==> config.mk <==
export PLATFORM = sky130hd
export DESIGN_NAME = wsp_sequencer
export DESIGN_NICKNAME = d
export VERILOG_FILES = /design/src/wsp_pkg.sv /design/src/wsp_sequencer.sv
export SDC_FILE = /design/constraint.sdc
export NUM_CORES = 1
export LEC_CHECK = 0
export CORE_AREA = 4 4 41 43
export DETAILED_ROUTE_END_ITERATION = 8
export DIE_AREA = 0 0 45 47
export DONT_BUFFER_PORTS = 1
export HOLD_SLACK_MARGIN = 0.02
export PLACE_DENSITY = 0.54
export SYNTH_ARGS = -nofsm -noshare
export SYNTH_HDL_FRONTEND = slang
export SYNTH_SLANG_ARGS = --single-unit
==> constraint.sdc <==
create_clock -name i_clk -period 3.1 [get_ports i_clk]
set_input_delay 0.155 -clock i_clk [delete_from_list [all_inputs] [get_ports i_clk]]
set_output_delay 0.155 -clock i_clk [all_outputs]
set_load 0.03 [all_outputs]
==> src/wsp_pkg.sv <==
// Shared types, constants and the microcode table of the wheel speed PID core.
package wsp_pkg;

    // Configuration port
    localparam int CFG_IDX_W  = 3;
    localparam int CFG_DATA_W = 24;

    localparam logic [CFG_IDX_W-1:0] CFG_GAIN_P    = 3'd0;
    localparam logic [CFG_IDX_W-1:0] CFG_GAIN_I    = 3'd1;
    localparam logic [CFG_IDX_W-1:0] CFG_GAIN_D    = 3'd2;
    localparam logic [CFG_IDX_W-1:0] CFG_STEP_TIME = 3'd3;
    localparam logic [CFG_IDX_W-1:0] CFG_STEP_RATE = 3'd4;
    localparam logic [CFG_IDX_W-1:0] CFG_MAX_SPEED = 3'd5;

    localparam logic [23:0] GAIN_P_RST    = 24'd131072;
    localparam logic [23:0] GAIN_I_RST    = 24'd32768;
    localparam logic [23:0] GAIN_D_RST    = 24'd6554;
    localparam logic [15:0] STEP_TIME_RST = 16'd655;
    localparam logic [15:0] STEP_RATE_RST = 16'd100;
    localparam logic [9:0]  MAX_SPEED_RST = 10'd100;

    // Command pulse limits and the span they map over
    localparam logic [10:0] PULSE_MIN = 11'd1000;
    localparam logic [10:0] PULSE_MAX = 11'd2000;
    localparam logic [9:0]  PULSE_SPAN = 10'd1000;

    // floor(x / 1000) = (x * RECIP_1000) >> RECIP_SHIFT, exact for x < 2^20
    localparam logic [23:0] RECIP_1000  = 24'd1073742;
    localparam int          RECIP_SHIFT = 30;

    // Saturation limits
    localparam longint LIM32_HI = 64'sh0000_0000_7FFF_FFFF;
    localparam longint LIM32_LO = -64'sh0000_0000_8000_0000;
    localparam longint LIM48_HI = 64'sh0000_7FFF_FFFF_FFFF;
    localparam longint LIM48_LO = -64'sh0000_8000_0000_0000;
    localparam longint LIMP_HI  = 64'sh2000_0000_0000_0000;
    localparam longint LIMP_LO  = -64'sh2000_0000_0000_0000;

    // Microcode fields
    typedef logic [3:0] t_step;

    typedef enum logic [2:0] {
        A_PULSE, A_PROD, A_ERR, A_DIFF, A_ILO, A_IHI, A_DLO, A_DHI
    } t_asel;

    typedef enum logic [2:0] {
        B_MAXSPD, B_RECIP, B_STIME, B_SRATE, B_GP, B_GI, B_GD
    } t_bsel;

    typedef enum logic [2:0] {
        CALC_NONE, CALC_ERR, CALC_DIFF, CALC_INTEG, CALC_DERIV
    } t_calc;

    typedef enum logic [1:0] {
        WIDE_NONE, WIDE_PLAIN, WIDE_HI
    } t_wide;

    typedef enum logic [1:0] {
        COND_NONE, COND_IN, COND_OUT
    } t_cond;

    typedef struct packed {
        logic  mul_en;   // load the product register
        t_asel a_sel;
        t_bsel b_sel;
        logic  wr_lo;    // keep low partial product
        t_wide wide_op;  // build the full gain product
        logic  add_en;   // scale, clamp and accumulate the gain product
        t_calc calc;
        t_cond cond;     // hold the step until the handshake allows
        logic  last;     // jump back to the wait step
    } t_ctrl;

    typedef struct packed {
        t_ctrl ctrl;
        logic  go;
    } t_seq;

    // Program addresses
    localparam t_step ST_WAIT      = 4'd0;
    localparam t_step ST_GOAL_MUL  = 4'd1;
    localparam t_step ST_GOAL_DIV  = 4'd2;
    localparam t_step ST_ERR       = 4'd3;
    localparam t_step ST_INTEG_MUL = 4'd4;
    localparam t_step ST_DERIV_MUL = 4'd5;
    localparam t_step ST_P_MUL     = 4'd6;
    localparam t_step ST_I_LO      = 4'd7;
    localparam t_step ST_I_HI      = 4'd8;
    localparam t_step ST_D_LO      = 4'd9;
    localparam t_step ST_D_HI      = 4'd10;
    localparam t_step ST_D_JOIN    = 4'd11;
    localparam t_step ST_D_ADD     = 4'd12;
    localparam t_step ST_EMIT      = 4'd13;

    localparam t_ctrl CTRL_NOP = '{
        mul_en: 1'b0, a_sel: A_PULSE, b_sel: B_MAXSPD, wr_lo: 1'b0,
        wide_op: WIDE_NONE, add_en: 1'b0, calc: CALC_NONE,
        cond: COND_NONE, last: 1'b0
    };

    // Control store. Multiplies issued in a step read their operands from
    // registers; the product is consumed from the product register later.
    function automatic t_ctrl ucode(input t_step step);
        t_ctrl c;
        c = CTRL_NOP;
        case (step)
            ST_WAIT: c.cond = COND_IN;
            ST_GOAL_MUL: begin
                c.mul_en = 1'b1; c.a_sel = A_PULSE; c.b_sel = B_MAXSPD;
            end
            ST_GOAL_DIV: begin
                c.mul_en = 1'b1; c.a_sel = A_PROD; c.b_sel = B_RECIP;
            end
            ST_ERR: c.calc = CALC_ERR;
            ST_INTEG_MUL: begin
                c.mul_en = 1'b1; c.a_sel = A_ERR; c.b_sel = B_STIME;
                c.calc = CALC_DIFF;
            end
            ST_DERIV_MUL: begin
                c.mul_en = 1'b1; c.a_sel = A_DIFF; c.b_sel = B_SRATE;
                c.calc = CALC_INTEG;
            end
            ST_P_MUL: begin
                c.mul_en = 1'b1; c.a_sel = A_ERR; c.b_sel = B_GP;
                c.calc = CALC_DERIV;
            end
            ST_I_LO: begin
                c.mul_en = 1'b1; c.a_sel = A_ILO; c.b_sel = B_GI;
                c.wide_op = WIDE_PLAIN;
            end
            ST_I_HI: begin
                c.mul_en = 1'b1; c.a_sel = A_IHI; c.b_sel = B_GI;
                c.wr_lo = 1'b1; c.add_en = 1'b1;
            end
            ST_D_LO: begin
                c.mul_en = 1'b1; c.a_sel = A_DLO; c.b_sel = B_GD;
                c.wide_op = WIDE_HI;
            end
            ST_D_HI: begin
                c.mul_en = 1'b1; c.a_sel = A_DHI; c.b_sel = B_GD;
                c.wr_lo = 1'b1; c.add_en = 1'b1;
            end
            ST_D_JOIN: c.wide_op = WIDE_HI;
            ST_D_ADD:  c.add_en = 1'b1;
            ST_EMIT: begin
                c.cond = COND_OUT; c.last = 1'b1;
            end
            default: c.last = 1'b1;
        endcase
        return c;
    endfunction

endpackage

==> src/wsp_sequencer.sv <==
// Microcode sequencer: step counter, control store lookup and handshake holds.
module wsp_sequencer (
    input  logic          i_clk,
    input  logic          i_rst_n,
    input  logic          i_in_valid,
    input  logic          i_out_free,
    output wsp_pkg::t_seq o_seq
);
    import wsp_pkg::*;

    t_step r_step;
    t_step n_step;
    t_ctrl ctrl;
    logic  go;

    // Control word of the current step
    assign ctrl = ucode(r_step);

    // A step holds while its handshake condition is not met
    always_comb begin
        case (ctrl.cond)
            COND_NONE: go = 1'b1;
            COND_IN:   go = i_in_valid;
            COND_OUT:  go = i_out_free;
            default:   go = 1'b1;
        endcase
    end

    always_comb begin
        n_step = r_step;
        if (go) begin
            n_step = ctrl.last ? ST_WAIT : r_step + t_step'(1);
        end
    end

    always_ff @(posedge i_clk) begin
        if (!i_rst_n) begin
            r_step <= ST_WAIT;
        end else begin
            r_step <= n_step;
        end
    end

    assign o_seq = '{ctrl: ctrl, go: go};

endmodule

-- Word level (Yosys, flattened, before mapping)
Cells that the tools add are included.
W data, S select, Z words.
- register bits: 4
- bits in latches: 0
- bits in writable memories: 0
- ROM bits: 0
- input bits: 4
- output and inout bits: 18
- word-level logic and storage cells: 31
- memories: 0
- add/subtract/negate cells: 1
- multiply operators: 0
- divide/modulo/power cells: 0
- $lt $le $gt $ge: 0
- equal/unequal tests: 15
- shift-type cells: 0
- mux-type cells: 9
- bitwise logic cells: 0
- reductions and logical operators: 5
- operator list (kind ; count):
    $pmux W7 S9 ; 1
    $eq A4 B4 Y1 const B ; 6
    $eq A4 B3 Y1 const B ; 4
    $reduce_or A13 Y1 ; 1
    $pmux W3 S4 ; 1
    $eq A4 B2 Y1 const B ; 2
    $pmux W2 S2 ; 2
    $add A4 B1 Y4 const B ; 1
    $eq A4 B1 Y1 const B ; 1
    $logic_not A4 Y1 ; 1
    $mux W4 ; 1
    $reduce_or A2 Y1 ; 2
    $mux W1 ; 3
    $reduce_or A3 Y1 ; 1
    $eq A2 B1 Y1 const B ; 1
    $eq A2 B2 Y1 const B ; 1
    $pmux W1 S2 ; 1

-- Logic depth before layout (Yosys ltp)
- word-level depth: 4
- depth in mapped cells: 10
- mapped depth without buffers: 9

-- Worst setup path after synthesis
OpenSTA, ideal clock, no wires.
- kind: register to output
- from: register r_step[0]
- to: output o_seq[0] (netlist bit)
- arrival time: 1.998 ns
- data required time: 2.945 ns
- slack: 0.947 ns
- cell stages (with the launch flop): 10
- buffers on the path: 2
- cell sequence: dfxtp_1 -> inv_1 -> ha_1 -> clkbuf_1 -> nor3b_1 -> inv_1 -> ha_1 -> a221oi_2 -> inv_1 -> buf_4
- longest elaborated chain between the ends: 4
- elaborated cells between the ends (all ways): 6
- classes of those cells: eq/ne (3); mux (2); reduce/logical (1)
- RTL lines (what ; RTL line ; text):
    from (decl) ; wsp_sequencer.sv:11 ; t_step r_step;
    from (signal assigned) ; wsp_sequencer.sv:40 ; r_step <= n_step;
    $eq A4 B4 Y1 / $logic_not A4 Y1 (equally long branches) ; wsp_pkg.sv:106 ; case (step)
    $pmux W2 S2 (*) ; wsp_pkg.sv:106 ;
    $eq A2 B2 Y1 / $eq A2 B1 Y1 (equally long branches) ; wsp_sequencer.sv:21 ; case (ctrl.cond)
    $pmux W1 S2 (*) ; wsp_sequencer.sv:21 ;
    to (decl) ; wsp_sequencer.sv:7 ; output wsp_pkg::t_seq o_seq
Mark *: on every way between the ends. The rest lies on a longest branch, timed or not.

==> metrics.md <==
| Metric | Value |
|---|---|
| Outcome | complete, no violations |
| Crit. End Element | output port |
| PwrDens | a little under 900 nW/µm² |
| Antenna diodes | 0 |
| Worst path most repeated cell | inv_1 |
| Largest regs | r_step x4 |
| Hold Path Class | in -> reg |
| Vias | between 500 and 600 |
| Crit share post-route | 81.6% |
| R2r startpoint | r_step[0] |
| Area Overhead vs Synth | 4.28% |
| Yosys warning count | 0 |
| Number of port buffers | 0 |
| Cells after Synth | 76 |
| RSZ-0062 raised after global routing | false |
| Most frequent cells in the layout | inv_1, nand2_1, ha_1 |
| Met2 routed WL | approximately 520 µm |
| Leakage | around 0.25 nW |
| Dpl hpwl | about 860 µm |
| CTS Hold Bufs | 0 |
| CP max FO | 11 |
| Core Box Area | 1300 µm² |
| Syn_nets | just under 90 |
| Largest net degree at the start of global routing | 18 |
| Largest delay contributor family on the critical path | adder cells |
| Max-slew headroom | roughly 37% |
| Top Metal Used | met4 |
| Area of the multi-input gates | slightly below 400 µm² |
| Netlist Area Pre-Place | between 500 and 600 µm² |
| Iter 0 DRT Violations | 10 |
| CTS tree | done |
| First-pass GRT wire length | around 1.9 mm |
| Syn_area_per_cell | 6.93 µm² |
| Setup TNS | 0 ns |
| Max stage delay on crit path | ~0.42 ns |
| Clock transition at path regs | 0.04 ns |
| Pre-CTS WS | approximately 0.6 ns |
| # rows | 13 |
| Num Clock Sinks | 4 |
| Largest Register | r_step |
| Drt wl/cell | between 10 and 15 µm |
| Max H-tree Level | 1 |
| Setup CP Type | reg -> out |
| Total GRT Usage | 12.4% |
| Clock Tree Buf Depth | 2 |
| Initial antenna violation count | 0 |
| End of the critical path | o_seq[0] |
| Placed cells | 87 |
| Boundary Pins | 22 |
| Vias/cell | approximately 5.6 |
| Clk_lat worst skew | roughly 0.24 ns |
| Cell Count, Final, Fillers Out | 90 |
| Worst R2R End | r_step[1] |
| Met1 WL | between 500 and 600 µm |
| WP depth | 7 |
| Critical path buffers and inverters | 3 |
| Synthesis-stage register bit count | 4 |
| Vias in the first global route | 445 |
| Setup-failing EPs final | 0 |
| Final #Nets | a little under 90 |
| Post-cts resize count | 0 |
| Critical path startpoint | r_step[0] |
| Fin Hold WS | ~0.13 ns |
| Total die area | ~2100 µm² |
| Crit path launch type | flip-flop |
| ANT nets after route | 0 |
| Die Ht | between 40 and 50 µm |
| Layout cells sized above 1 | around 8.0% |
| Fin. max-slew vios | 0 |
| Register area | between 80 and 90 µm² |
| Final setup skew | 0.00422 ns |
| Setup Buffers After CTS | 0 |
| Worst Slack Setup Final | around 0.57 ns |
| TritonCTS buffer count | 3 |
| Hold Crit Depth | 2 |
| Worst path cell trace | inv_1, ha_1, nor3b_1, inv_1, ha_1, a221oi_2, inv_1 |
| Fin. Hold Viols | 0 |
| Clock Root Buffer | clkbuf_4 |
| Unique masters post-synth | 25 |
| Final worst path period need | 2.53 ns |
| Synth top area share | 16.6% |
| Layout fillers | 146 |
| Global placer's final weighted congestion | 0.826 |
| Met3 Routed Length | 95 µm |
| Routed wire length | 1.17 mm |
| Synth area leader | ha_1 |
| Drt drc | 0 |
| WP data required | between 2 and 3 ns |
| DRT Pass-1 Iters | 2 |
| Overall Power | 0.491 mW |
| Max reg flops | 4 |
| Total congestion overflow | 0 |
| R2R Setup Slk | about 0.62 ns |
| Commonest non-fill, non-tap cell in the layout | inv_1 |
| VDD IR-drop max | around 0.37 mV |
| Initial Util | between 40% and 50% |
| Fmax | just under 400 MHz |
| Max_cap viols | 0 |
| R2R depth | 9 |
| Die W | between 40 and 50 µm |
| Ranking of synthesized cells by area | ha_1, dfxtp_1, inv_1, a21oi_1, nand2_1 |
| Worst-Margin Slew | 0.937 ns |
| Sequential fraction of the synthesis area | between 10% and 20% |
| Crit path DAT | between 2 and 2.5 ns |
| Slowest-stage cell, CP | a221oi_2 |
-- worst reg2reg max path: stages, from the launching register on --
cell and delay [ns]:
dfxtp_1 0.34, inv_1 0.10, ha_1 0.36, nor3b_1 0.30, inv_1 0.10, ha_1 0.20, a221oi_2 0.42, inv_1 0.31
nand4_1 0.16, a21oi_1 0.07
-- synthesized netlist by cell type, drive strengths merged --
cell type and instances:
nand3b 2, dfxtp 4, or4b 1, a21oi 6, inv 9, o21a 2
nor3b 2, ha 7, a221oi 1, buf 2, nand3 2, a31oi 2
nor2b 3, nand4b 1, nand2 8, or4 1, o21ai 4, nor3 1
o22ai 2, nand4 3, or2 1, o211ai 2, nand2b 3, clkbuf 3
nor2 4
-- through the flow --
stage | utilization [%] | area, µm²
floorplan | - | 527
global placement | 40.5 | 527
detailed placement | 40.5 | 527
CTS | 42.2 | 549
global route | 42.2 | 549
finish | 42.2 | 549
-- routing by layer --
layer	vias up	GRT usage [%]
li1	263	-
met4	0	3.51
met2	16	20.3
met1	222	14.4
met3	2	6.13
met5	-	0
-- cell families (layout without fill, tap and decap cells) --
logic type	count (synthesis)	after routing	share of synthesized area, %
compound gates	19	19	22.8
buf+inv	14	13	11.4
simple gates	32	32	34.0
fa+ha+maj	7	7	16.6
flops	4	4	15.2
-- power breakdown --
part	switching, mW	internal (mW)	leakage [nW]
sequential	0.0179	0.0629	0.0326
clock	0.0235	0.0435	0.0138
combinational	0.251	0.0920	0.207
-- worst min-delay path by stage --
| stage | from | endpoint | slack, ns |
|---|---|---|---|
| 3_3_place_gp | i_rst_n | r_step[2] | 0.37 |
| 4_1_cts | i_rst_n | r_step[2] | 0.12 |
| 6_report | i_rst_n | r_step[2] | 0.13 |
| 5_1_grt | i_rst_n | r_step[2] | 0.13 |
| 2_1_floorplan | i_rst_n | r_step[0] | 0.33 |
| 3_5_place_dp | i_rst_n | r_step[0] | 0.36 |
-- area by class of cell --
type	instances	area share (%)
Multi-Input combinational cell	58	70.4
Sequential cell	4	14.6
Inverter	9	6.15
Clock buffer	3	4.10
Tap cell	15	3.42
Timing Repair Buffer	1	1.37
Note: power is estimated with default switching activity, not from simulation.
